## src/hw/rtl/brff_pkg.sv

```systemverilog
// brff_pkg: shared widths, codes and types for the background rectangle fit/fill block.
// No dependencies; imported by every module under hw/rtl.
package brff_pkg;

  // Dimension and scale widths
  localparam int DIM_BITS        = 16;
  localparam int SCALE_FRAC_BITS = 16;
  localparam int QUO_BITS        = DIM_BITS + SCALE_FRAC_BITS;  // scale word
  localparam int DIV_STEPS       = QUO_BITS;                    // one quotient bit per stage
  localparam int SUBPIX_BITS     = 4;                           // 1/16 pixel
  localparam int SCALE_SHIFT     = SCALE_FRAC_BITS - SUBPIX_BITS;
  localparam int PROD_BITS       = DIM_BITS + QUO_BITS;
  localparam int EXT_BITS        = PROD_BITS + 28;

  // Result widths
  localparam int SIZE_BITS = 28;
  localparam int POS_BITS  = 30;
  localparam int PW        = POS_BITS + 1;

  localparam logic [SIZE_BITS-1:0] SIZE_MAX  = '1;
  localparam logic [QUO_BITS-1:0]  SCALE_ONE = QUO_BITS'(64'd1 << SCALE_FRAC_BITS);

  // Edge offsets: 16*stage*5/100 = stage*4/5, 16*stage*95/100 = stage*76/5
  localparam int EDGE_NEAR_NUM = 4;
  localparam int EDGE_FAR_NUM  = 76;
  localparam int X_BITS        = DIM_BITS + 7;
  localparam int RECIP_SHIFT   = DIM_BITS + 9;
  localparam int RECIP_BITS    = RECIP_SHIFT - 2;
  localparam logic [RECIP_BITS-1:0] RECIP5 =
    RECIP_BITS'(((64'd1 << RECIP_SHIFT) / 64'd5) + 64'd1);
  localparam int RPROD_BITS    = X_BITS + RECIP_BITS;
  localparam int EDGE_BITS     = RPROD_BITS - RECIP_SHIFT;

  // Ports
  localparam int MODE_BITS    = 2;
  localparam int GRAV_BITS    = 4;
  localparam int CFG_IDX_BITS = 2;

  // Configuration register indexes and reset values
  localparam logic [CFG_IDX_BITS-1:0] REG_STAGE_WIDTH  = CFG_IDX_BITS'(0);
  localparam logic [CFG_IDX_BITS-1:0] REG_STAGE_HEIGHT = CFG_IDX_BITS'(1);
  localparam logic [DIM_BITS-1:0]     STAGE_W_RESET    = DIM_BITS'(1920);
  localparam logic [DIM_BITS-1:0]     STAGE_H_RESET    = DIM_BITS'(1080);

  // Gravity codes
  localparam logic [GRAV_BITS-1:0] GRAV_CENTRE = 4'd0;
  localparam logic [GRAV_BITS-1:0] GRAV_TOP    = 4'd1;
  localparam logic [GRAV_BITS-1:0] GRAV_BOTTOM = 4'd2;
  localparam logic [GRAV_BITS-1:0] GRAV_LEFT   = 4'd3;
  localparam logic [GRAV_BITS-1:0] GRAV_RIGHT  = 4'd4;
  localparam logic [GRAV_BITS-1:0] GRAV_TL     = 4'd5;
  localparam logic [GRAV_BITS-1:0] GRAV_TR     = 4'd6;
  localparam logic [GRAV_BITS-1:0] GRAV_BL     = 4'd7;
  localparam logic [GRAV_BITS-1:0] GRAV_BR     = 4'd8;

  // Queue between front and back
  localparam int FIFO_DEPTH    = 2;
  localparam int FIFO_PTR_BITS = $clog2(FIFO_DEPTH);

  typedef enum logic [MODE_BITS-1:0] {
    MODE_FILL       = 2'd0,
    MODE_FIT        = 2'd1,
    MODE_FIT_SHRINK = 2'd2,
    MODE_STRETCH    = 2'd3
  } mode_e;

  typedef enum logic [1:0] {
    SIDE_CENTRE = 2'd0,
    SIDE_NEAR   = 2'd1,
    SIDE_FAR    = 2'd2
  } side_e;

  // Classified request handed from front to back
  typedef struct packed {
    logic                empty;
    mode_e               mode;
    side_e               hside;
    side_e               vside;
    logic [DIM_BITS-1:0] img_w;
    logic [DIM_BITS-1:0] img_h;
  } job_t;

  // Queue status seen by the front
  typedef struct packed {
    logic full;
    logic valid;
  } fifo_stat_t;

endpackage

```

## src/hw/rtl/brff_front.sv

```systemverilog
// brff_front: accepts requests and classifies them (empty check, gravity sides).
// Depends on brff_pkg.
module brff_front import brff_pkg::*; (
  input  logic                 start_i,
  input  logic [DIM_BITS-1:0]  image_width_i,
  input  logic [DIM_BITS-1:0]  image_height_i,
  input  logic [MODE_BITS-1:0] scale_mode_i,
  input  logic [GRAV_BITS-1:0] gravity_i,
  input  fifo_stat_t           fifo_stat_i,
  output logic                 busy_o,
  output logic                 push_o,
  output job_t                 job_o
);

  side_e hside, vside;

  always_comb begin
    unique case (gravity_i) inside
      GRAV_LEFT, GRAV_TL, GRAV_BL:  hside = SIDE_NEAR;
      GRAV_RIGHT, GRAV_TR, GRAV_BR: hside = SIDE_FAR;
      default:                      hside = SIDE_CENTRE;
    endcase
    unique case (gravity_i) inside
      GRAV_TOP, GRAV_TL, GRAV_TR:    vside = SIDE_NEAR;
      GRAV_BOTTOM, GRAV_BL, GRAV_BR: vside = SIDE_FAR;
      default:                       vside = SIDE_CENTRE;
    endcase
  end

  assign busy_o = fifo_stat_i.full;
  assign push_o = start_i && !fifo_stat_i.full;

  assign job_o.empty = (image_width_i == '0) || (image_height_i == '0);
  assign job_o.mode  = mode_e'(scale_mode_i);
  assign job_o.hside = hside;
  assign job_o.vside = vside;
  assign job_o.img_w = image_width_i;
  assign job_o.img_h = image_height_i;

endmodule

```

## config.mk

```make
export PLATFORM = sky130hd
export DESIGN_NAME = brff_front
export DESIGN_NICKNAME = d
export VERILOG_FILES = /design/src/hw/rtl/brff_pkg.sv /design/src/hw/rtl/brff_front.sv
export SDC_FILE = /design/constraint.sdc
export NUM_CORES = 1
export LEC_CHECK = 0
export BUFFER_PORTS_ARGS = -buffer_cell sky130_fd_sc_hd__clkbuf_2
export CAP_MARGIN = 5
export CORE_MARGIN = 2
export CORE_UTILIZATION = 28
export DETAILED_ROUTE_END_ITERATION = 7
export PLACE_DENSITY = 0.91
export SYNTH_ARGS = -nofsm -noshare
export SYNTH_HDL_FRONTEND = slang
export SYNTH_SLANG_ARGS = --single-unit
export TNS_END_PERCENT = 50
```

## constraint.sdc

```tcl
create_clock -name vclk -period 1.08
set_input_delay 0.108 -clock vclk [all_inputs]
set_output_delay 0.108 -clock vclk [all_outputs]
set_load 0.05 [all_outputs]
```

**Word level (Yosys, flattened, before mapping)**

Cells that the tools add are included.

- Div/mod/pow operators: 0
- Multiplexer cells: 2
- Shifts and indexed selects: 0
- Equality and inequality tests: 8
- Reduce and logical (&&, ||, !) cells: 9
- Bitwise gates (word level): 0
- Multiply operators: 0
- $lt $le $gt $ge: 0
- Add/sub/neg operators: 0

Operators by type and width:

| kind | number |
|---|---|
| zero test 16 bit | 2 |
| equality test 4 x 3 -> 1 bit (second input constant) | 4 |
| OR reduction 3 bit | 4 |
| equality test 4 x 2 -> 1 bit (second input constant) | 2 |
| one-hot mux 2 bit (2 select lines) | 2 |
| equality test 4 x 1 -> 1 bit (second input constant) | 1 |
| equality test 4 bit (second input constant) | 1 |
| logical AND 1 bit | 1 |
| zero test 1 bit | 1 |
| logical OR 1 bit | 1 |

- Flip-flop bits (word level): 0
- Logic and storage cells: 19
- Memories kept: 0
- Output and inout bits: 41
- Bits in latches: 0
- Bits in read-only memories: 0
- Memory bits (writable): 0

**Logic depth before layout (Yosys ltp)**

Gate-level depths: netlist of the first run.

- Word-level depth: 3
- Mapped depth: 3
- Gate-level depth less buffers: 3

**Worst setup path after synthesis of the first run**

Ideal clock, no wire load.

- Kind: in2out
- From: in gravity_i[0]
- To: out job_o[33] (netlist bit)
- Data required time: 972 ps
- Cell stages on the path: 2
- Setup slack: -495 ps
- Data arrival time: 1467 ps
- Cells stage by stage: xor2_1 o32ai_1

RTL lines:

| item | RTL line | text |
|---|---|---|
| start: declaration | brff_front.sv:8 | `input logic [GRAV_BITS-1:0] gravity_i,` |
| end: declaration | brff_front.sv:12 | `output job_t job_o` |

==> results of run 1 <==
cells by family (layout without fill, tap and decap cells):
kind of cell,count (synthesis),in the layout,share of synthesized area [%]
and+or+nand+nor,18,18,26.3
AOI/OAI and AO/OA,3,3,4.70
xor gates and xnor gates,1,1,2.19
buffers and inverters,36,79,66.8
placed cells by master (no fill, tap or decap):
cell type,instances
clkbuf_4,1
inv_1,1
o32ai_2,1
nand2b_1,1
a21oi_1,2
buf_2,1
buf_6,1
nand4_1,2
nor2b_1,1
xor2_1,1
nand3b_1,1
nand2_1,3
clkbuf_2,74
nor3b_2,1
nor2_2,1
buf_4,1
nor4_1,5
nor4_2,3
worst max-delay path by stage:
stage,end,cells past startpoint
after detailed placement,job_o[38],5
after global placement,job_o[38],5
after CTS,job_o[38],5
after floorplan,job_o[35],3
after global routing,job_o[35],5
final,job_o[33],4
synthesized netlist by cell type:
master,number,share of area (%)
xor2_1,1,2.2
buf_4,35,66
nand2_1,3,2.8
inv_1,1,0.94
nor2_1,1,0.94
nor2b_1,1,1.6
nor4_1,8,13
nor3b_1,1,1.9
nand4_1,2,3.1
o32ai_1,1,2.2
nand3b_1,1,1.9
a21oi_1,2,2.5
nand2b_1,1,1.6
power by group through the flow:
stage	clock [W]	combinational [W]	sequential (W)
floorplan	0	0.000414	0
global placement	0	0.000459	0
detailed placement	0	0.000464	0
CTS	0	0.000465	0
global route	0	0.000490	0
finish	0	0.000469	0
metrics by stage:
stage	area [µm²]	power (W)	hold WS (ns)	TNS, ns
finish	591	0.000469	0.216	0
global route	591	0.000490	0.216	0
CTS	563	0.000465	0.216	0
detailed placement	561	0.000464	0.216	-0.0436
global placement	561	0.000459	0.216	-0.0518
floorplan	412	0.000414	0.318	-0.192
final cells by class:
cell class	count	share of cell area, %
Inverter	1	0.636
Multi-Input combinational cell	22	28.2
Tap cell	15	3.18
Timing Repair Buffer	78	68.0
metal layers:
metal	share of wire (%)	vias up	wire [µm]	GRT usage, %
li1	-	255	-	-
met5	0	-	0	0
met4	0	0	0	0
met1	26	222	301	11.0
met2	59	45	695	26.3
met3	16	0	184	2.17
==> key figures, run 1 <==
Power
  • P_int: 0.000117 W
  • Combinational share of power: 100.0%
  • Sw Pwr: 0.000352 W
  • Power density over the cells: 794 nW/µm²
  • P_leak: 0.373 nW
  • Part of the power in registers: 0%
  • Peak supply drop: 0.232 mV
  • Switch share: 75.1%
  • Clk pwr share: 0%

Worst hold path
  • Worst Hold Path Cells: 0
  • Hold crit path type: in2out
  • WHS Endpoint: job_o[37]
  • Worst hold start: scale_mode_i[1]

Global route
  • Gr ovfl total: 0
  • Total Routing Usage GR: 11.7%
  • Largest net degree at the start of global routing: 7
  • Initial antenna violation count: 0
  • Number of global-route vias before repair: 411
  • First-pass GRT wire length: 1730 µm

Clocking
  • CTS Hold Bufs: 0
  • Setup bufs post-CTS: 0
  • Post-cts gate resize count: 1

Timing
  • Final worst slack: 0.0662 ns
  • Actual slew at the worst max-slew pin: 0.292 ns
  • Achievable clock frequency: 986 MHz
  • RSZ-0062 raised after global routing: no
  • Crit path time final: 1.01 ns
  • Period utilization: 93.9%
  • Final Hold Fails: 0
  • Slew HR: 80.6%
  • Final setup violation count: 0
  • Max-slew violations: 0

Status
  • Status: finished, final reports clean

Final layout
  • N_diodes: 0
  • Share of cells above drive strength 1: 83.2%
  • Footprint of the multi-input gates: 166 µm²
  • FF/Latch Area: 0 µm²
  • FFs & Latches: 0
  • Core Util, Final: 44.8%
  • Final layout net count: 144
  • Area growth, synth to finish: 48.0%
  • Non-filler cells, final: 116
  • Clock buffers: 0
  • Fill cells: 138

Route
  • ANT nets after route: 0
  • Post-DR vias/cell: 4.50
  • Drt total wl: 1180 µm
  • DR iter-0 viols: 2
  • # DRC: 0
  • DRT Pass-1 Iters: 4
  • Drt wl/cell: 10.2 µm
  • Vias: 522

Worst setup path
  • Worst setup EP type: output port
  • Startpoint types: input pin
  • Worst EP arrival: 0.91 ns
  • WP buf/inv: 2
  • Kind of critical path: in2out
  • Required @ worst endpoint: 0.97 ns
  • Crit. Startpoint: gravity_i[0]
  • Worst path cell trace: clkbuf_2, xor2_1, o32ai_2, buf_2
  • Crit-path leading delay family: buffers and inverters
  • Worst-path maximum fanout: 6
  • Critical path's slowest cell: buf_2
  • Delay of the slowest critical-path stage: 0.30 ns

Placement
  • Placed Cells: 116
  • Place WS: -0.0436 ns
  • GPL Wtd Cong: 0.678
  • # port buffers: 77
  • Post-DP HPWL: 1140 µm

Die
  • Die Y: 41.8 µm
  • Die W: 41.8 µm
  • Starting Density: 30.3%
  • Site Rows: 13
  • I/O pin cnt: 82
  • Die area: 1740 µm²
  • Core ar.: 1320 µm²

Synth
  • Synthesized area: 399 µm²
  • Syn_area_per_cell: 6.88 µm²
  • Number of synthesis warnings: 0
  • Synth unique cells: 13
  • Mapped Nets: 99
  • Synth Instances: 58
  • Register area share after synthesis: 0%

Run
  • Max cap viols: 0
Note: power is estimated with default switching activity, not from simulation.
==> run 2, diff against run 1 <==
==> config.mk (replaced) <==
export PLATFORM = sky130hd
export DESIGN_NAME = brff_front
export DESIGN_NICKNAME = d
export VERILOG_FILES = /design/src/hw/rtl/brff_pkg.sv /design/src/hw/rtl/brff_front.sv
export SDC_FILE = /design/constraint.sdc
export NUM_CORES = 1
export LEC_CHECK = 0
export CAP_MARGIN = 5
export CORE_AREA = 2 2 39 41
export DETAILED_ROUTE_END_ITERATION = 7
export DIE_AREA = 0 0 41 43
export DONT_BUFFER_PORTS = 1
export SYNTH_ARGS = -nofsm -noshare
export SYNTH_HDL_FRONTEND = slang
export SYNTH_SLANG_ARGS = --single-unit
export TNS_END_PERCENT = 50
==> key figures, run 2 (synthesized netlist as in run 1, its figures left out) <==
Status
  • Status: finished, final reports clean (unchanged)

Worst setup path
  • Crit-path leading delay family: simple AND/OR/NAND/NOR gates (was buffers and inverters)
  • Worst path cell trace: nor4_1, nand4_1, nand2_1, buf_12 (was clkbuf_2, xor2_1, o32ai_2, buf_2)
  • Critical path's slowest cell: nor4_1 (was buf_2)
  • Delay of the slowest critical-path stage: 0.34 ns (was 0.30 ns)
  • WP buf/inv: 1 (was 2)
  • Worst-path maximum fanout: 2 (was 6)
  • Worst EP arrival: 0.86 ns (was 0.91 ns)
  • Critical Path Stages: 4 (unchanged)
  • Worst setup EP type: output port (unchanged)
  • Required @ worst endpoint: 0.97 ns (about the same)
  • Kind of critical path: in2out (unchanged)
  • Startpoint types: input pin (unchanged)

Final layout
  • Most common cell after layout, fill and taps aside: nor4_1 (was clkbuf_2)
  • Design Area, Final: 226 µm² (was 591 µm²)
  • FF/Latch Area: 0 µm² (unchanged)
  • Share of cells above drive strength 1: 27.6% (was 83.2%)
  • Fill cells: 159 (was 138)
  • FFs & Latches: 0 (unchanged)
  • Clock buffers: 0 (unchanged)
  • Most frequent cells in the layout: nor4_1, buf_4, nand2_1 (was clkbuf_2, nor4_1, nand2_1, nor4_2)
  • Core Util, Final: 16.4% (was 44.8%)
  • Final layout net count: 72 (was 144)
  • Non-filler cells, final: 45 (was 116)
  • N_diodes: 0 (unchanged)
  • Area growth, synth to finish: -43.3% (was 48.0%)
  • Footprint of the multi-input gates: 145 µm² (was 166 µm²)

Route
  • Drt total wl: 775 µm (was 1180 µm)
  • Post-DR vias/cell: 6.18 (was 4.50)
  • DRT Pass-1 Iters: 1 (was 4)
  • ANT nets after route: 0 (unchanged)
  • Vias: 278 (was 522)
  • DR iter-0 viols: 0 (was 2)
  • # DRC: 0 (unchanged)
  • Drt wl/cell: 17.2 µm (was 10.2 µm)

Power
  • Part of the power in registers: 0% (about the same)
  • P_int: 0.0000296 W (was 0.000117 W)
  • Switch share: 64.2% (was 75.1%)
  • Sw Pwr: 0.0000531 W (was 0.000352 W)
  • Peak supply drop: 0.137 mV (was 0.232 mV)
  • Power density over the cells: 365 nW/µm² (was 794 nW/µm²)
  • Clk pwr share: 0% (about the same)
  • P_leak: 0.0766 nW (was 0.373 nW)
  • Combinational share of power: 100.0% (about the same)

Die
  • Die Y: 43 µm (was 41.8 µm)
  • Starting Density: 28.8% (was 30.3%)
  • Core ar.: 1380 µm² (was 1320 µm²)
  • Die W: 41 µm (was 41.8 µm)
  • I/O pin cnt: 82 (unchanged)
  • Die area: 1760 µm² (was 1740 µm²)
  • Site Rows: 14 (was 13)

Clocking
  • Setup bufs post-CTS: 0 (unchanged)
  • CTS Hold Bufs: 0 (unchanged)
  • Post-cts gate resize count: 0 (was 1)

Timing
  • Final Hold Fails: 0 (unchanged)
  • Crit path time final: 0.969 ns (was 1.01 ns)
  • Slew HR: 77.7% (was 80.6%)
  • Period utilization: 89.7% (was 93.9%)
  • Max-slew violations: 0 (unchanged)
  • Achievable clock frequency: 1030 MHz (was 986 MHz)
  • Final setup violation count: 0 (unchanged)
  • Hold Worst Slack: 0.216 ns (about the same)
  • Actual slew at the worst max-slew pin: 0.331 ns (was 0.292 ns)
  • RSZ-0062 raised after global routing: no (unchanged)

Placement
  • Placed Cells: 45 (was 116)
  • GPL Wtd Cong: 0.656 (was 0.678)
  • Placement Cell Area: 226 µm² (was 561 µm²)
  • # port buffers: 0 (was 77)

Worst hold path
  • Worst Hold Path Cells: 0 (unchanged)
  • Worst hold start: image_width_i[6] (was scale_mode_i[1])
  • Hold crit path type: in2out (unchanged)
  • WHS Endpoint: job_o[22] (was job_o[37])

Global route
  • First-pass GRT wire length: 1020 µm (was 1730 µm)
  • Initial antenna violation count: 0 (unchanged)
  • Largest net degree at the start of global routing: 7 (unchanged)
  • Gr ovfl total: 0 (unchanged)
  • Number of global-route vias before repair: 267 (was 411)
  • Total Routing Usage GR: 7.89% (was 11.7%)

Run
  • Max cap viols: 0 (unchanged)
==> run 2: cell count changes in the layout (fill, tap and decap cells not counted), sizes merged <==
cell | previous run | this run
clkbuf | 75 | 0
buf | 3 | 6
==> run 2: final cells by class <==
type,instances,area share (%)
Tap cell,16,8.84
Inverter,1,1.66
Multi-Input combinational cell,22,64.1
Timing Repair Buffer,6,25.4
==> run 2: how the worst max path moves through the flow <==
stage	start	to	slack, ns
after floorplan	gravity_i[1]	job_o[35]	-0.15
after detailed placement	image_width_i[1]	job_o[38]	0.09
after CTS	image_width_i[1]	job_o[38]	0.09
after global routing	image_width_i[1]	job_o[38]	0.0002
after global placement	image_width_i[1]	job_o[38]	0.08
final	image_width_i[1]	job_o[38]	0.11
==> run 2: power by group through the flow <==
stage	Clock, W	Sequential (W)	Combinational (W)
final	0	0	0.0000828
after CTS	0	0	0.0000837
after floorplan	0	0	0.000414
after global placement	0	0	0.0000827
after detailed placement	0	0	0.0000834
after global routing	0	0	0.0000876
==> run 2: through the flow <==
stage	setup WS [ns]	power (W)	setup TNS [ns]
2_1_floorplan	-0.150	0.000414	-0.192
3_3_place_gp	0.0847	0.0000827	0
3_5_place_dp	0.0880	0.0000834	0
4_1_cts	0.0880	0.0000837	0
5_1_grt	0.000185	0.0000876	0
6_report	0.111	0.0000828	0
==> run 2: layer usage <==
layer	vias to the layer above	track usage (%)	part of all wire [%]
li1	108	-	-
met1	111	6.65	26
met2	52	13.1	48
met3	7	5.76	23
met4	0	3.33	3.6
met5	-	0	0
==> run 3, diff against run 2 <==
==> constraint.sdc (replaced) <==
create_clock -name vclk -period 1.05
set_input_delay 0.105 -clock vclk [all_inputs]
set_output_delay 0.105 -clock vclk [all_outputs]
set_load 0.05 [all_outputs]
==> key figures, run 3 (synthesized netlist as in run 1, its figures left out) <==
Worst hold path
  • Hold crit path type: in2out (unchanged)
  • Worst hold start: image_width_i[6] (unchanged)

Route
  • DR iter-0 viols: 0 (unchanged)
  • DRT Pass-1 Iters: 1 (unchanged)
  • Vias: 275 (was 278)
  • Drt wl/cell: 17.4 µm (was 17.2 µm)
  • ANT nets after route: 0 (unchanged)
  • # DRC: 0 (unchanged)
  • Drt total wl: 781 µm (was 775 µm)
  • Post-DR vias/cell: 6.11 (was 6.18)

Final layout
  • Share of cells above drive strength 1: 27.6% (unchanged)
  • Area growth, synth to finish: -43.3% (unchanged)
  • FFs & Latches: 0 (unchanged)
  • Clock buffers: 0 (unchanged)
  • N_diodes: 0 (unchanged)
  • Most frequent cells in the layout: nor4_1, buf_4, nand2_1 (unchanged)
  • FF/Latch Area: 0 µm² (unchanged)
  • Final layout net count: 72 (unchanged)
  • Footprint of the multi-input gates: 145 µm² (unchanged)
  • Most common cell after layout, fill and taps aside: nor4_1 (unchanged)
  • Fill cells: 154 (was 159)

Die
  • Site Rows: 14 (unchanged)
  • Die Y: 43 µm (unchanged)
  • Die area: 1760 µm² (unchanged)
  • Die W: 41 µm (unchanged)
  • Starting Density: 28.8% (unchanged)
  • Core ar.: 1380 µm² (unchanged)
  • I/O pin cnt: 82 (unchanged)

Worst setup path
  • Crit. Startpoint: image_width_i[1] (unchanged)
  • Worst-path maximum fanout: 2 (unchanged)
  • Startpoint types: input pin (unchanged)
  • Required @ worst endpoint: 0.94 ns (was 0.97 ns)
  • Worst setup EP type: output port (unchanged)
  • Worst EP arrival: 0.85 ns (was 0.86 ns)
  • Kind of critical path: in2out (unchanged)

Global route
  • Initial antenna violation count: 0 (unchanged)
  • M2 GR Usage: 13.1% (unchanged)
  • Number of global-route vias before repair: 280 (was 267)
  • Gr ovfl total: 0 (unchanged)
  • First-pass GRT wire length: 1010 µm (was 1020 µm)
  • Grt peak-use layer: met2 (unchanged)
  • Largest net degree at the start of global routing: 7 (unchanged)
  • Total Routing Usage GR: 7.69% (was 7.89%)
  • Met1 Use GR: 6.65% (unchanged)
  • Met3 Use GR: 4.71% (was 5.76%)

Clocking
  • Setup bufs post-CTS: 0 (unchanged)
  • CTS Hold Bufs: 0 (unchanged)
  • Post-cts gate resize count: 0 (unchanged)

Power
  • P_leak: 0.0766 nW (unchanged)
  • Power density over the cells: 376 nW/µm² (was 365 nW/µm²)
  • Peak supply drop: 0.140 mV (was 0.137 mV)
  • Design Power: 0.0000852 W (was 0.0000828 W)

Timing
  • Period utilization: 91.3%
  • Max-slew violations: 0 (unchanged)
  • Final setup violation count: 0 (unchanged)
  • RSZ-0062 raised after global routing: no (unchanged)
  • Final TNS setup: 0 ns (unchanged)
  • Achievable clock frequency: 1040 MHz
  • Crit path time final: 0.959 ns
  • Actual slew at the worst max-slew pin: 0.325 ns (was 0.331 ns)
  • Final worst slack: 0.0913 ns (was 0.111 ns)
  • Final Hold Fails: 0 (unchanged)
  • Slew HR: 78.1% (was 77.7%)

Run
  • Max cap viols: 0 (unchanged)

Placement
  • # port buffers: 0 (unchanged)
  • GPL Wtd Cong: 0.655 (was 0.656)
  • Place WS: 0.0673 ns (was 0.0880 ns)

Status
  • Status: finished, final reports clean (unchanged)
==> run 3: cell counts in the layout (fill, tap and decap cells not counted) <==
No cell type changed its count.
==> run 3: path summary, 6_finish.rpt <==
check | to | slack (ns) | depth (start not counted)
max | job_o[38] | 0.09 | 4
min | job_o[22] | 0.21 | 0
==> run 3: cell type report <==
type / instances / area share [%]
inverter: 1 / 1.66
tap: 16 / 8.84
timing repair buffer: 6 / 25.4
multi-input combinational: 22 / 64.1
==> run 3: stage by stage <==
stage | hold WS, ns | instance area (µm²) | std cells | utilization [%]
finish | 0.210 | 226 | 45 | 16.4
global placement | 0.210 | 226 | 45 | 16.4
global route | 0.210 | 226 | 45 | 16.4
floorplan | 0.312 | 412 | 58 | -
detailed placement | 0.210 | 226 | 45 | 16.4
CTS | 0.210 | 226 | 45 | 16.4
==> run 3: power breakdown <==
group          leakage [nW]  internal (W)  switching [W]
clock                     0             0              0
sequential                0             0              0
combinational        0.0766     0.0000305      0.0000547
total                0.0766     0.0000305      0.0000547
==> run 3: metal layers <==
metal | wire (µm) | vias to the layer above
met3 | 163 | 7
met2 | 367 | 49
met5 | 0 | -
met1 | 222 | 112
met4 | 28 | 0
li1 | - | 107
==> run 3: critical path: stages <==
cell and delay (ns):
nor4_1 0.33, nand4_1 0.14, nand2_1 0.13, buf_12 0.14
