**src/hw/rtl/brff_pkg.sv**
```systemverilog
// brff_pkg: shared widths, codes and types for the background rectangle fit/fill block.
// No dependencies; imported by every module under hw/rtl.
package brff_pkg;

  // Dimension and scale widths
  localparam int DIM_BITS        = 16;
  localparam int SCALE_FRAC_BITS = 16;
  localparam int QUO_BITS        = DIM_BITS + SCALE_FRAC_BITS;  // scale word
  localparam int DIV_STEPS       = QUO_BITS;                    // one quotient bit per stage
  localparam int SUBPIX_BITS     = 4;                           // 1/16 pixel
  localparam int SCALE_SHIFT     = SCALE_FRAC_BITS - SUBPIX_BITS;
  localparam int PROD_BITS       = DIM_BITS + QUO_BITS;
  localparam int EXT_BITS        = PROD_BITS + 28;

  // Result widths
  localparam int SIZE_BITS = 28;
  localparam int POS_BITS  = 30;
  localparam int PW        = POS_BITS + 1;

  localparam logic [SIZE_BITS-1:0] SIZE_MAX  = '1;
  localparam logic [QUO_BITS-1:0]  SCALE_ONE = QUO_BITS'(64'd1 << SCALE_FRAC_BITS);

  // Edge offsets: 16*stage*5/100 = stage*4/5, 16*stage*95/100 = stage*76/5
  localparam int EDGE_NEAR_NUM = 4;
  localparam int EDGE_FAR_NUM  = 76;
  localparam int X_BITS        = DIM_BITS + 7;
  localparam int RECIP_SHIFT   = DIM_BITS + 9;
  localparam int RECIP_BITS    = RECIP_SHIFT - 2;
  localparam logic [RECIP_BITS-1:0] RECIP5 =
    RECIP_BITS'(((64'd1 << RECIP_SHIFT) / 64'd5) + 64'd1);
  localparam int RPROD_BITS    = X_BITS + RECIP_BITS;
  localparam int EDGE_BITS     = RPROD_BITS - RECIP_SHIFT;

  // Ports
  localparam int MODE_BITS    = 2;
  localparam int GRAV_BITS    = 4;
  localparam int CFG_IDX_BITS = 2;

  // Configuration register indexes and reset values
  localparam logic [CFG_IDX_BITS-1:0] REG_STAGE_WIDTH  = CFG_IDX_BITS'(0);
  localparam logic [CFG_IDX_BITS-1:0] REG_STAGE_HEIGHT = CFG_IDX_BITS'(1);
  localparam logic [DIM_BITS-1:0]     STAGE_W_RESET    = DIM_BITS'(1920);
  localparam logic [DIM_BITS-1:0]     STAGE_H_RESET    = DIM_BITS'(1080);

  // Gravity codes
  localparam logic [GRAV_BITS-1:0] GRAV_CENTRE = 4'd0;
  localparam logic [GRAV_BITS-1:0] GRAV_TOP    = 4'd1;
  localparam logic [GRAV_BITS-1:0] GRAV_BOTTOM = 4'd2;
  localparam logic [GRAV_BITS-1:0] GRAV_LEFT   = 4'd3;
  localparam logic [GRAV_BITS-1:0] GRAV_RIGHT  = 4'd4;
  localparam logic [GRAV_BITS-1:0] GRAV_TL     = 4'd5;
  localparam logic [GRAV_BITS-1:0] GRAV_TR     = 4'd6;
  localparam logic [GRAV_BITS-1:0] GRAV_BL     = 4'd7;
  localparam logic [GRAV_BITS-1:0] GRAV_BR     = 4'd8;

  // Queue between front and back
  localparam int FIFO_DEPTH    = 2;
  localparam int FIFO_PTR_BITS = $clog2(FIFO_DEPTH);

  typedef enum logic [MODE_BITS-1:0] {
    MODE_FILL       = 2'd0,
    MODE_FIT        = 2'd1,
    MODE_FIT_SHRINK = 2'd2,
    MODE_STRETCH    = 2'd3
  } mode_e;

  typedef enum logic [1:0] {
    SIDE_CENTRE = 2'd0,
    SIDE_NEAR   = 2'd1,
    SIDE_FAR    = 2'd2
  } side_e;

  // Classified request handed from front to back
  typedef struct packed {
    logic                empty;
    mode_e               mode;
    side_e               hside;
    side_e               vside;
    logic [DIM_BITS-1:0] img_w;
    logic [DIM_BITS-1:0] img_h;
  } job_t;

  // Queue status seen by the front
  typedef struct packed {
    logic full;
    logic valid;
  } fifo_stat_t;

endpackage

```
**src/hw/rtl/brff_fifo.sv**
```systemverilog
// brff_fifo: short request queue decoupling front and back.
// Depends on brff_pkg (job_t, fifo_stat_t, depth).
module brff_fifo import brff_pkg::*; (
  input  logic       clk_i,
  input  logic       rst_ni,
  input  logic       push_i,
  input  job_t       job_i,
  input  logic       pop_i,
  output fifo_stat_t stat_o,
  output job_t       head_o
);

  job_t                     mem_q [FIFO_DEPTH];
  logic [FIFO_PTR_BITS-1:0] wr_ptr_q, wr_ptr_d, rd_ptr_q, rd_ptr_d;
  logic [FIFO_PTR_BITS:0]   count_q, count_d;
  logic                     do_pop;

  assign do_pop = pop_i && (count_q != '0);

  always_comb begin
    wr_ptr_d = wr_ptr_q;
    rd_ptr_d = rd_ptr_q;
    count_d  = count_q;
    if (push_i) begin
      wr_ptr_d = wr_ptr_q + 1'b1;
    end
    if (do_pop) begin
      rd_ptr_d = rd_ptr_q + 1'b1;
    end
    if (push_i && !do_pop) begin
      count_d = count_q + 1'b1;
    end else if (!push_i && do_pop) begin
      count_d = count_q - 1'b1;
    end
  end

  always_ff @(posedge clk_i or negedge rst_ni) begin
    if (!rst_ni) begin
      wr_ptr_q <= '0;
      rd_ptr_q <= '0;
      count_q  <= '0;
    end else begin
      wr_ptr_q <= wr_ptr_d;
      rd_ptr_q <= rd_ptr_d;
      count_q  <= count_d;
    end
  end

  always_ff @(posedge clk_i) begin
    if (push_i) begin
      mem_q[wr_ptr_q] <= job_i;
    end
  end

  assign head_o       = mem_q[rd_ptr_q];
  assign stat_o.valid = (count_q != '0);
  assign stat_o.full  = (count_q == (FIFO_PTR_BITS + 1)'(FIFO_DEPTH));

endmodule

```
**config.mk**
```make
export PLATFORM = sky130hd
export DESIGN_NAME = brff_fifo
export DESIGN_NICKNAME = d
export VERILOG_FILES = /design/src/hw/rtl/brff_pkg.sv /design/src/hw/rtl/brff_fifo.sv
export SDC_FILE = /design/constraint.sdc
export NUM_CORES = 1
export LEC_CHECK = 0
export ABC_AREA = 1
export BUFFER_PORTS_ARGS = -buffer_cell sky130_fd_sc_hd__buf_4
export CORE_ASPECT_RATIO = 1.75
export CORE_MARGIN = 2
export CORE_UTILIZATION = 51
export CTS_CLUSTER_SIZE = 8
export DETAILED_ROUTE_END_ITERATION = 7
export GPL_TIMING_DRIVEN = 0
export PLACE_DENSITY_LB_ADDON = 0.12
export SYNTH_ARGS = -nofsm -noshare
export SYNTH_HDL_FRONTEND = slang
export SYNTH_SLANG_ARGS = --single-unit
```
**constraint.sdc**
```tcl
create_clock -name clk_i -period 3.03 [get_ports clk_i]
set_input_delay 0.1515 -clock clk_i [delete_from_list [all_inputs] [get_ports clk_i]]
set_output_delay 0.1515 -clock clk_i [all_outputs]
set_load 0.01 [all_outputs]
```
Yosys cells after proc, flatten, opt, wreduce, memory -nomap -nowiden
Memory sizes are Yosys's and may differ from the RTL's.
Cells that the tools add are included.

storage, ports and cells
  memories kept = 1
  input port bits = 43
  bits in writable memories = 78
  bits in read-only memories = 0
  flip-flop bits (word level) = 4
  bits in latches = 0
  output and inout port bits = 41

operators by class
  add/sub/neg operators = 4
  shift-type cells = 0
  multiplexer cells = 4
  reduce and logical (&&, ||, !) cells = 7
  order comparisons = 0
  divide/modulo/power cells = 0
  multipliers = 0
  eq/ne operators = 1
  bitwise gates (word level) = 0

memories
  memory  words  bits a word  read ports  clocked after Yosys merged registers in  wr ports  RTL line         RTL
  mem_q   2      39           1           0                                        1         brff_fifo.sv:13  job_t mem_q [FIFO_DEPTH];

operators with widths
  operator                                           count
  2-to-1 mux 2 bit                                   2
  nonzero test 2 bit                                 2
  logical AND 1 bit                                  3
  adder 1 bit (second input constant)                2
  adder 2 x 1 -> 2 bit (second input constant)       1
  equality test 2 bit (second input constant)        1
  zero test 1 bit                                    2
  2-to-1 mux 1 bit                                   2
  subtractor 2 x 1 -> 2 bit (second input constant)  1

Depth between registers and ports, before layout
Gate-level depths: netlist of run 1.

  depth after elaboration = 5
  mapped depth = 9
  depth with buffers taken out = 9

Worst setup path before layout of run 1
Ideal clock, no wire load.

  kind = register -> register
  from = register wr_ptr_q
  to = memory mem_q[0][0] in the netlist's numbering, enable pin
  setup time = 436 ps
  data arrival time = 2054 ps
  path slack = 540 ps
  buffers on the path = 0
  data required time = 2594 ps
  clock period less this slack = 2490 ps
  stages on the path, launching flop included = 2
  cells stage by stage = dfrtp_1 nor2_1

RTL lines
  what                    RTL line         RTL
  start, declared         brff_fifo.sv:14  logic [FIFO_PTR_BITS-1:0] wr_ptr_q, wr_ptr_d, rd_ptr_q, rd_ptr_d;
  start signal, assigned  brff_fifo.sv:43  wr_ptr_q <= wr_ptr_d;
  end, declared           brff_fifo.sv:13

Straight into the memory's write port.

Worst setup path after layout of run 1
  from = register wr_ptr_q
  to = memory mem_q[1][36] in the netlist's numbering, enable pin

Straight into the memory's write port.

==> results of run 1 <==
synthesized netlist by cell type (all sizes together):
cell type    n  share of area (%)
buf          9                3.0
dfrtp        4                3.2
edfxtp      78                 75
ha           1               0.40
inv          7                1.1
nand2      126                 15
nand3        2               0.48
nand4        1               0.20
nor2         2               0.24
xnor2        1               0.28
xor2         1               0.28
layer usage:
metal | up-vias | track usage (%)
met1 | 963 | 18.4
met4 | 0 | 12.2
met3 | 11 | 3.99
li1 | 1036 | -
met5 | - | 0
met2 | 62 | 33.6
sequential cells by signal, summed over array words and instances, names as in the netlist:
register	count
mem_q	78
count_q	2
rd_ptr_q	1
wr_ptr_q	1
timing repair:
action                                  in CTS  in global routing
endpoints found under the setup margin       0                  0
endpoints found under the hold margin       82                  0
hold buffers                                40                  0
power breakdown:
part           leakage [uW]  internal [uW]  total [uW]  switching (uW)
Clock             0.0000714            275         591             316
Combinational       0.00106            672        1460             789
Sequential         0.000780           1510        1580            68.2
kinds of logic after synthesis:
logic type               Yosys count
XOR/XNOR                           2
adder cells (fa/ha/maj)            1
AND/OR/NAND/NOR                  131
flip-flops                        82
buffers and inverters             16
per-stage QoR:
step / utilization [%] / setup TNS (ns)
after CTS: 74.8 / 0
after floorplan: - / 0
after detailed placement: 65.7 / 0
after global placement: 65.1 / -13.21
after global routing: 74.8 / 0
final: 74.8 / 0
worst register-to-register path, cell delays in order (launching register included):
cell,delay (ns)
dfrtp_1,0.43
nand2_1,0.09
inv_2,0.62
final cells by class:
| class | instances | area [sq um] | share of cell area, % |
|---|---|---|---|
| sequential | 82 | 2440 | 55.5 |
| timing repair buffer | 124 | 1050 | 23.9 |
| multi-input combinational | 134 | 542 | 12.3 |
| clock buffer | 10 | 128 | 2.90 |
| tap | 78 | 97.6 | 2.22 |
| buffer | 9 | 93.8 | 2.13 |
| inverter | 7 | 33.8 | 0.768 |
| clock inverter | 2 | 8.76 | 0.199 |
worst max-delay path by stage:
stage / to / cells after the start / slack (ns) / from
final: mem_q[1][36] / 2 / 1.49 / wr_ptr_q
after detailed placement: mem_q[1][17] / 2 / 1.49 / wr_ptr_q
after global routing: mem_q[1][37] / 2 / 1.39 / wr_ptr_q
after floorplan: mem_q[0][0] / 1 / 0.54 / wr_ptr_q
after global placement: mem_q[0][7] / 1 / -0.34 / wr_ptr_q
after CTS: mem_q[1][17] / 2 / 1.48 / wr_ptr_q
==> flow_metrics.tcl, run 1 <==
set metrics [dict create \
    synthAdderAreaFrac_pct 0.403 \
    drive_gt1_share_pct 29.6 \
    grt_first_pass_wirelength_um 9180 \
    antenna_found_initial 0 \
    final_common_cell "nand2_1" \
    pre_cts_ws_ns 1.49 \
    worstHoldStart "push_i" \
    worst_hold_slack_ns 0.0398 \
    wire_per_inst_um 12.9 \
    power.density_mw_per_mm2 826 \
    hold_end "wr_ptr_q" \
    dp_hpwl_um 3410 \
    hold_path_depth 2 \
    htree_levels 3 \
    fp.dieArea_sq_mm 0.00675 \
    peakVddDrop_mv 0.578 \
    wl_met2_um 3410 \
    fin_crit_ns 1.54 \
    slew_headroom_pct 43.7 \
    core_sq_mm 0.00588 \
    synth_compound_area_share_pct 0 \
    drv_cap 0 \
    crit_buf_inv 1 \
    place_inst 394 \
    port_buffers 83 \
    clock.fmax_ghz 0.651 \
    cts_made_buffers 9 \
    antenna_left 0 \
    stdcell_area_sq_mm 0.00440 \
    min_path_type "input port to register" \
    gp_congestion 0.710 \
    slowest_delay_ns 0.62 \
    hold_violations 0 \
    dr.pass1.iters 4 \
    arrival_ns 1.50 \
    cts_resized 0 \
    clkSinkCount 82 \
    ys_warn_count 0 \
    regToRegStartpoint "wr_ptr_q" \
    grt.overflow.total 0 \
    post_cts_buffers 0 \
    cp_data_required_time_ns 2.99 \
    crit_slowest_cell "inv_2" \
    drc_errors 0 \
    clockBufferDepth 2 \
    cts_tree "built" \
    syn_to_final_growth_pct 41.6 \
    grt_usage_pct 18.4 \
    endpoint_kind "register" \
    r2r.worst_path.cells 2 \
    p_leak_uw 0.00191 \
    muxShareOfSynthArea_pct 0 \
    seq_area_frac_synth_pct 78.7 \
    crit_type "register to register" \
    cts_root_buffer "clkbuf_8" \
    drtIter0Drc 47 \
    drt-total-wl_um 5770 \
    start_kind "register" \
    wl_met1_um 2030 \
    viasPerCell 4.65 \
    synthSimpleGateAreaFrac_pct 16.2 \
    fin_skew_ns 0.00759 \
    worst_pin_slew_ns 0.843 \
    wl_met3_um 207 \
    die_h_um 107 \
    r2r_slack_ns 1.49 \
    setup-violations-final 0 \
    avgSynthCellArea_sq_um 13.4 \
    top_layer "met4" \
    start_util_pct 52.8 \
    syn_inst 232 \
    synth_xor_xnor_area_share_pct 0.564 \
    dpl_cell_area_sq_mm 0.00386 \
    netlist_area_sq_mm 0.00310 \
    critPathMaxFanout 39 \
    instances_no_fill 446 \
    clk_pin_slew_worst_paths_ns 0.07 \
    ys_ff_latch 82 \
    power_uw 3630 \
    num_vias 2072 \
    status "finished, final reports clean" \
    synth_fp_nets 276 \
    rows 37 \
    rr_endpoint "mem_q[1][36]" \
    fin_ws_ns 1.49 \
    rsz0062_at_grt "false" \
    first_global_vias 2118 \
    synth_top_family_by_area "simple AND/OR/NAND/NOR gates" \
    n_fill_cell 399 \
    most-common-layout-cells "nand2_1, buf_4, edfxtp_1" \
    cp_top_family "buffers and inverters" \
    maxSlewViolCount 0 \
    min_period_over_period_pct 50.7 \
    n_antenna_cell 0 \
    die_w_um 63.0 \
    clk_latency_ns 0.33 \
    yosysUniqueCellTypes 17 \
    crit_chain "nand2_1 -> inv_2" \
    ioPinCount 84 \
    fin_nets 411 \
    grt_max_degree 40 \
]
(Power assumes the default switching activity.)
==> inputs of run 2 (changes only) <==
Settings changed: ABC_AREA 1 to 0.
Clock period 3.03 ns to 1.57 ns, I/O delays scaled along.
==> run 2 against run 1 <==
Net effect: setup slack lost 1.4 ns; wire length shrank 5.1%; synthesized cell count shrank 41%; global-route usage shrank 0.56 points; core utilization grew 0.98 points; final area shrank 0.28%; sequential cell count is the same; clock power grew 140%; critical path depth grew 1.
==> flow_metrics.tcl, run 2 <==
set metrics [dict create \
    status "finished, final reports clean" \
    clk_latency_ns 0.33 \
    final_common_cell "buf_4" \
    fin_nets 318 \
    dr.pass1.iters 4 \
    critPathMaxFanout 10 \
    min_period_over_period_pct 96.5 \
    setup-violations-final 0 \
    core_sq_mm 0.00579 \
    antenna_found_initial 0 \
    synth_edf_count 78 \
    hold_violations 0 \
    peakVddDrop_mv 1.36 \
    synthFlopType "edfxtp_1" \
    worst_hold_slack_ns 0.0713 \
    arrival_ns 1.44 \
    num_vias 1689 \
    clkSinkCount 82 \
    yosysMostFrequentCell "edfxtp_1" \
    first_global_vias 1952 \
    grt_usage_pct 17.9 \
    place_inst 298 \
    clk_pin_slew_worst_paths_ns 0.08 \
    drv_cap 0 \
    clockBufferDepth 2 \
    maxSlewViolCount 0 \
    fin_skew_ns 0.00346 \
    wire_per_inst_um 15.3 \
    drc_errors 0 \
    drtIter0Drc 45 \
    r2r_slack_ns 0.13 \
    synth_fp_nets 181 \
    largest_register_ffs 78 \
    yosysUniqueCellTypes 12 \
    ioPinCount 84 \
    cts_made_buffers 9 \
    synth_top_area_share_pct 77.5 \
    die_h_um 106 \
    reg.largest.list "mem_q: 78 flops, count_q: 2 flops" \
    htree_levels 3 \
    grt.overflow.total 0 \
    fin_crit_ns 1.51 \
    seq_area_frac_synth_pct 80.9 \
    drt-total-wl_um 5480 \
    crit_type "register to output pin" \
    ys_ff_latch 82 \
    slew_headroom_pct 59.6 \
    synthArstFlopShare_pct 4.88 \
    port_buffers 83 \
    instances_no_fill 357 \
    netlist_area_sq_mm 0.00302 \
    r2r.worst_path.cells 5 \
    most-common-layout-cells "buf_4, edfxtp_1, dlygate4sd3_1" \
    endpoint_kind "output pin" \
    grt_max_degree 40 \
    cp_data_required_time_ns 1.49 \
    top_register "mem_q" \
    cts_root_buffer "clkbuf_8" \
    cts_tree "built" \
    grt_first_pass_wirelength_um 8780 \
    fp.dieArea_sq_mm 0.00658 \
    synth.area.top_cells "edfxtp_1, mux2_2, dfrtp_1" \
    worst_pin_slew_ns 0.605 \
    start_util_pct 52.2 \
    regToRegStartpoint "count_q[0]" \
    syn_to_final_growth_pct 45.2 \
    start_kind "register" \
    drive_gt1_share_pct 52.3 \
    fin_tns_setup_ns 0 \
    ys_warn_count 0 \
    min_path_type "input port to async pin" \
    post_cts_buffers 0 \
    synth_top_cells_by_count "edfxtp_1, mux2_2, buf_6, dfrtp_1, xor2_1" \
    dp_hpwl_um 3290 \
    n_antenna_cell 0 \
    avgSynthCellArea_sq_um 22.0 \
    rr_endpoint "count_q[1]" \
    syn_inst 137 \
    viasPerCell 4.73 \
    p_leak_uw 0.00168 \
    clock.fmax_ghz 0.660 \
    rsz0062_at_grt "true" \
    rows 37 \
    synth_top_area_cell "edfxtp_1" \
    power.density_mw_per_mm2 1580 \
    antenna_left 0 \
    die_w_um 62.2 \
    gp_congestion 0.635 \
]
## run 2: changes by cell type after synthesis, sizes merged
cell | previous run | this run
and2 | 0 | 1
buf | 9 | 4
inv | 7 | 0
mux2 | 0 | 39
nand2 | 126 | 1
nand3 | 2 | 0
nand4 | 1 | 0
nor2 | 2 | 1
nor2b | 0 | 2
or2 | 0 | 1
xnor2 | 1 | 2
xor2 | 1 | 3
## run 2: how the worst max path moves through the flow
stage                   from  slack, ns      endpoint
finish              rd_ptr_q       0.06     head_o[4]
global route        rd_ptr_q      -0.01    head_o[17]
CTS                 wr_ptr_q      -0.13  mem_q[0][31]
floorplan           wr_ptr_q       0.14   mem_q[0][0]
detailed placement  wr_ptr_q      -0.18  mem_q[0][19]
global placement    wr_ptr_q      -0.11   mem_q[0][5]
## run 2: area by class of cell
| type | instances | area [sq um] |
|---|---|---|
| Tap cell | 78 | 97.6 |
| Timing Repair Buffer | 125 | 1040 |
| Sequential cell | 82 | 2440 |
| Buffer | 4 | 48.8 |
| Fill cell | 354 | 1400 |
| Multi-Input combinational cell | 52 | 557 |
| Clock buffer | 9 | 124 |
| Clock inverter | 7 | 70.1 |
## run 2: through the flow
stage               setup slack [ns]  power, uW  cell area, sq um  utilization (%)
CTS                           -0.131       6970              4360             75.4
floorplan                      0.144       4400              3030                -
global placement              -0.114       5320              3750             64.8
detailed placement            -0.179       5420              3750             64.8
global route                 -0.0103       7260              4380             75.8
finish                        0.0550       6910              4380             75.8
## run 2: power by group
part           leakage, uW  switching, uW  total, uW  internal (uW)
sequential        0.000778            171       3090           2920
clock            0.0000905            691       1420            728
combinational     0.000808           1070       2410           1340
## run 2: logic make-up (layout without fill, tap and decap cells)
logic type,Yosys count,in the layout,share of synthesized area [%]
XOR/XNOR,5,5,1.45
AND/OR/NAND/NOR,6,7,1.24
multiplexers,39,39,14.5
adder cells (fa/ha/maj),1,1,0.414
flip-flops,82,82,80.9
buffers and inverters,4,145,1.49
## run 2: worst max-delay path: stages, from the launching register on
cell and delay, ns:
dfrtp_2 0.43, buf_6 0.18, mux2_2 0.35, buf_4 0.15
## run 2: routing by layer
metal  up-vias  GRT usage (%)  share of wire [%]
li1        813              -                  -
met5         -              0                  0
met2        54           33.8                 59
met1       816           18.0                 35
met4         0           7.78                1.2
met3         6           5.02                4.6
## run 2: what timing repair did
action	4_1_cts	5_1_grt
setup endpoints to repair	117	59
hold buffers	41	1
gates cloned	1	0
hold endpoints to repair	83	1
gates resized for setup	1	3
==> inputs of run 3 (changes only) <==
Settings changed: CORE_UTILIZATION 51 to 55.
Clock period 1.57 ns to 1.85 ns, I/O delays scaled along.
==> run 3 against run 2 <==
Net effect: sequential power down 16%; global-route usage is 2.6 points higher; die area shrank 6.9%; power fell by 15%; cell count fell by 1.4%; setup slack improved by 0.17 ns; critical path depth is 2 lower; combinational power is 15% lower; register-to-register slack gained 0.09 ns; sequential cell count stayed put; critical endpoint is now mem_q[1][36].
==> flow_metrics.tcl, run 3 (synthesized netlist as in run 2, its figures left out) <==
set metrics [dict create \
    num_vias 1694 \
    start_kind "register" \
    start_util_pct 57.0 \
    rsz0062_at_grt "false" \
    power_uw 5850 \
    fin_tns_setup_ns 0 \
    maxSlewViolCount 0 \
    clockBufferDepth 2 \
    peakVddDrop_mv 1.12 \
    power.density_mw_per_mm2 1340 \
    reg.largest.list "mem_q: 78 flops, count_q: 2 flops" \
    clkSinkCount 82 \
    min_path_type "input port to register" \
    place_inst 295 \
    rr_endpoint "mem_q[1][36]" \
    core_sq_mm 0.00530 \
    critPathMaxFanout 39 \
    die_w_um 60.0 \
    most-common-layout-cells "buf_4, edfxtp_1, dlygate4sd3_1" \
    r2r.worst_path.cells 1 \
    status "finished, final reports clean" \
    hold_path_depth 3 \
    fp.dieArea_sq_mm 0.00612 \
    htree_levels 3 \
    n_antenna_cell 0 \
    n_fill_cell 296 \
    grt_first_pass_wirelength_um 8850 \
    final_common_cell "buf_4" \
    drtIter0Drc 42 \
    rows 35 \
    drive_gt1_share_pct 52.2 \
    crit_chain "and2_2" \
    worst_pin_slew_ns 0.960 \
    drv_cap 0 \
    wire_per_inst_um 16.5 \
    viasPerCell 4.81 \
    gp_congestion 0.682 \
    dp_hpwl_um 3550 \
    cts_resized 0 \
    crit_slowest_cell "and2_2" \
    ioPinCount 84 \
    regToRegStartpoint "wr_ptr_q" \
    grt.overflow.total 0 \
    fin_skew_ns 0.00910 \
    clock.fmax_ghz 0.615 \
    min_period_over_period_pct 87.9 \
    top_register "mem_q" \
    die_h_um 102 \
    hold_violations 0 \
    crit_type "register to register" \
    crit_buf_inv 0 \
    worstHoldStart "pop_i" \
    syn_to_final_growth_pct 44.4 \
    r2r_slack_ns 0.22 \
    clk_latency_ns 0.33 \
    grt_max_degree 40 \
    p_leak_uw 0.00167 \
    endpoint_kind "register" \
    port_buffers 83 \
    dr.pass1.iters 4 \
    hold_end "rd_ptr_q" \
    cts_made_buffers 9 \
    antenna_found_initial 0 \
    first_global_vias 1962 \
    cts_root_buffer "clkbuf_8" \
    fin_crit_ns 1.63 \
    drc_errors 0 \
    setup-violations-final 0 \
    slowest_delay_ns 0.81 \
    instances_no_fill 352 \
    slew_headroom_pct 36.0 \
    drt-total-wl_um 5810 \
    antenna_left 0 \
    grt_usage_pct 20.4 \
    fin_nets 317 \
    cp_data_required_time_ns 1.80 \
    clk_pin_slew_worst_paths_ns 0.08 \
    largest_register_ffs 78 \
    arrival_ns 1.57 \
    cts_tree "built" \
    cp_top_family "simple AND/OR/NAND/NOR gates" \
    fin_util_pct 82.3 \
]
[run 3: cell count changes in the layout (fill, tap and decap cells not counted), moves of 2 or more]
| cell | delta |
|---|---|
| clkinv_1 | -2 |
| clkbuf_1 | +2 |
| clkinv_4 | -2 |
| clkinv_2 | +2 |
[run 3: power breakdown]
part / internal, uW / total (uW) / switching, uW
logic: 1130 / 2040 / 913
clock network: 620 / 1200 / 581
registers: 2470 / 2610 / 137
[run 3: how the worst max path moves through the flow]
stage / start / endpoint / slack (ns) / cells after the start
6_report: wr_ptr_q / mem_q[1][36] / 0.22 / 1
5_1_grt: wr_ptr_q / mem_q[1][37] / 0.12 / 1
3_5_place_dp: wr_ptr_q / mem_q[1][0] / 0.22 / 1
2_1_floorplan: wr_ptr_q / mem_q[0][0] / 0.004 / 1
3_3_place_gp: wr_ptr_q / mem_q[0][22] / -0.40 / 1
4_1_cts: wr_ptr_q / mem_q[1][36] / 0.21 / 1
[run 3: layout make-up]
type	instances	area [sq um]	area share, %
Timing Repair Buffer	125	1050	24.2
Sequential cell	82	2440	56.0
Buffer	4	45.0	1.03
Multi-Input combinational cell	51	542	12.4
Tap cell	74	92.6	2.12
Clock buffer	11	131	3.01
Clock inverter	5	55.1	1.26
[run 3: metal layers]
| metal | global-route usage (%) | vias up | part of all wire (%) |
|---|---|---|---|
| met4 | 10.3 | 0 | 2.2 |
| met2 | 39.5 | 61 | 59 |
| met1 | 18.9 | 821 | 34 |
| li1 | - | 801 | - |
| met3 | 4.18 | 11 | 4.4 |
| met5 | 0 | - | 0 |
[run 3: repair_timing]
action	4_1_cts	5_1_grt
buffers inserted	0	0
hold buffers	41	0
hold endpoints to repair	83	0
[run 3: per-stage QoR]
step / cell area (sq um) / hold slack (ns) / worst slack, ns
3_3_place_gp: 3740 / -0.108 / -0.400
2_1_floorplan: 3020 / -0.203 / 0.00365
4_1_cts: 4360 / 0.0436 / 0.205
5_1_grt: 4360 / 0.0451 / 0.121
6_report: 4360 / 0.0386 / 0.225
3_5_place_dp: 3760 / -0.106 / 0.216
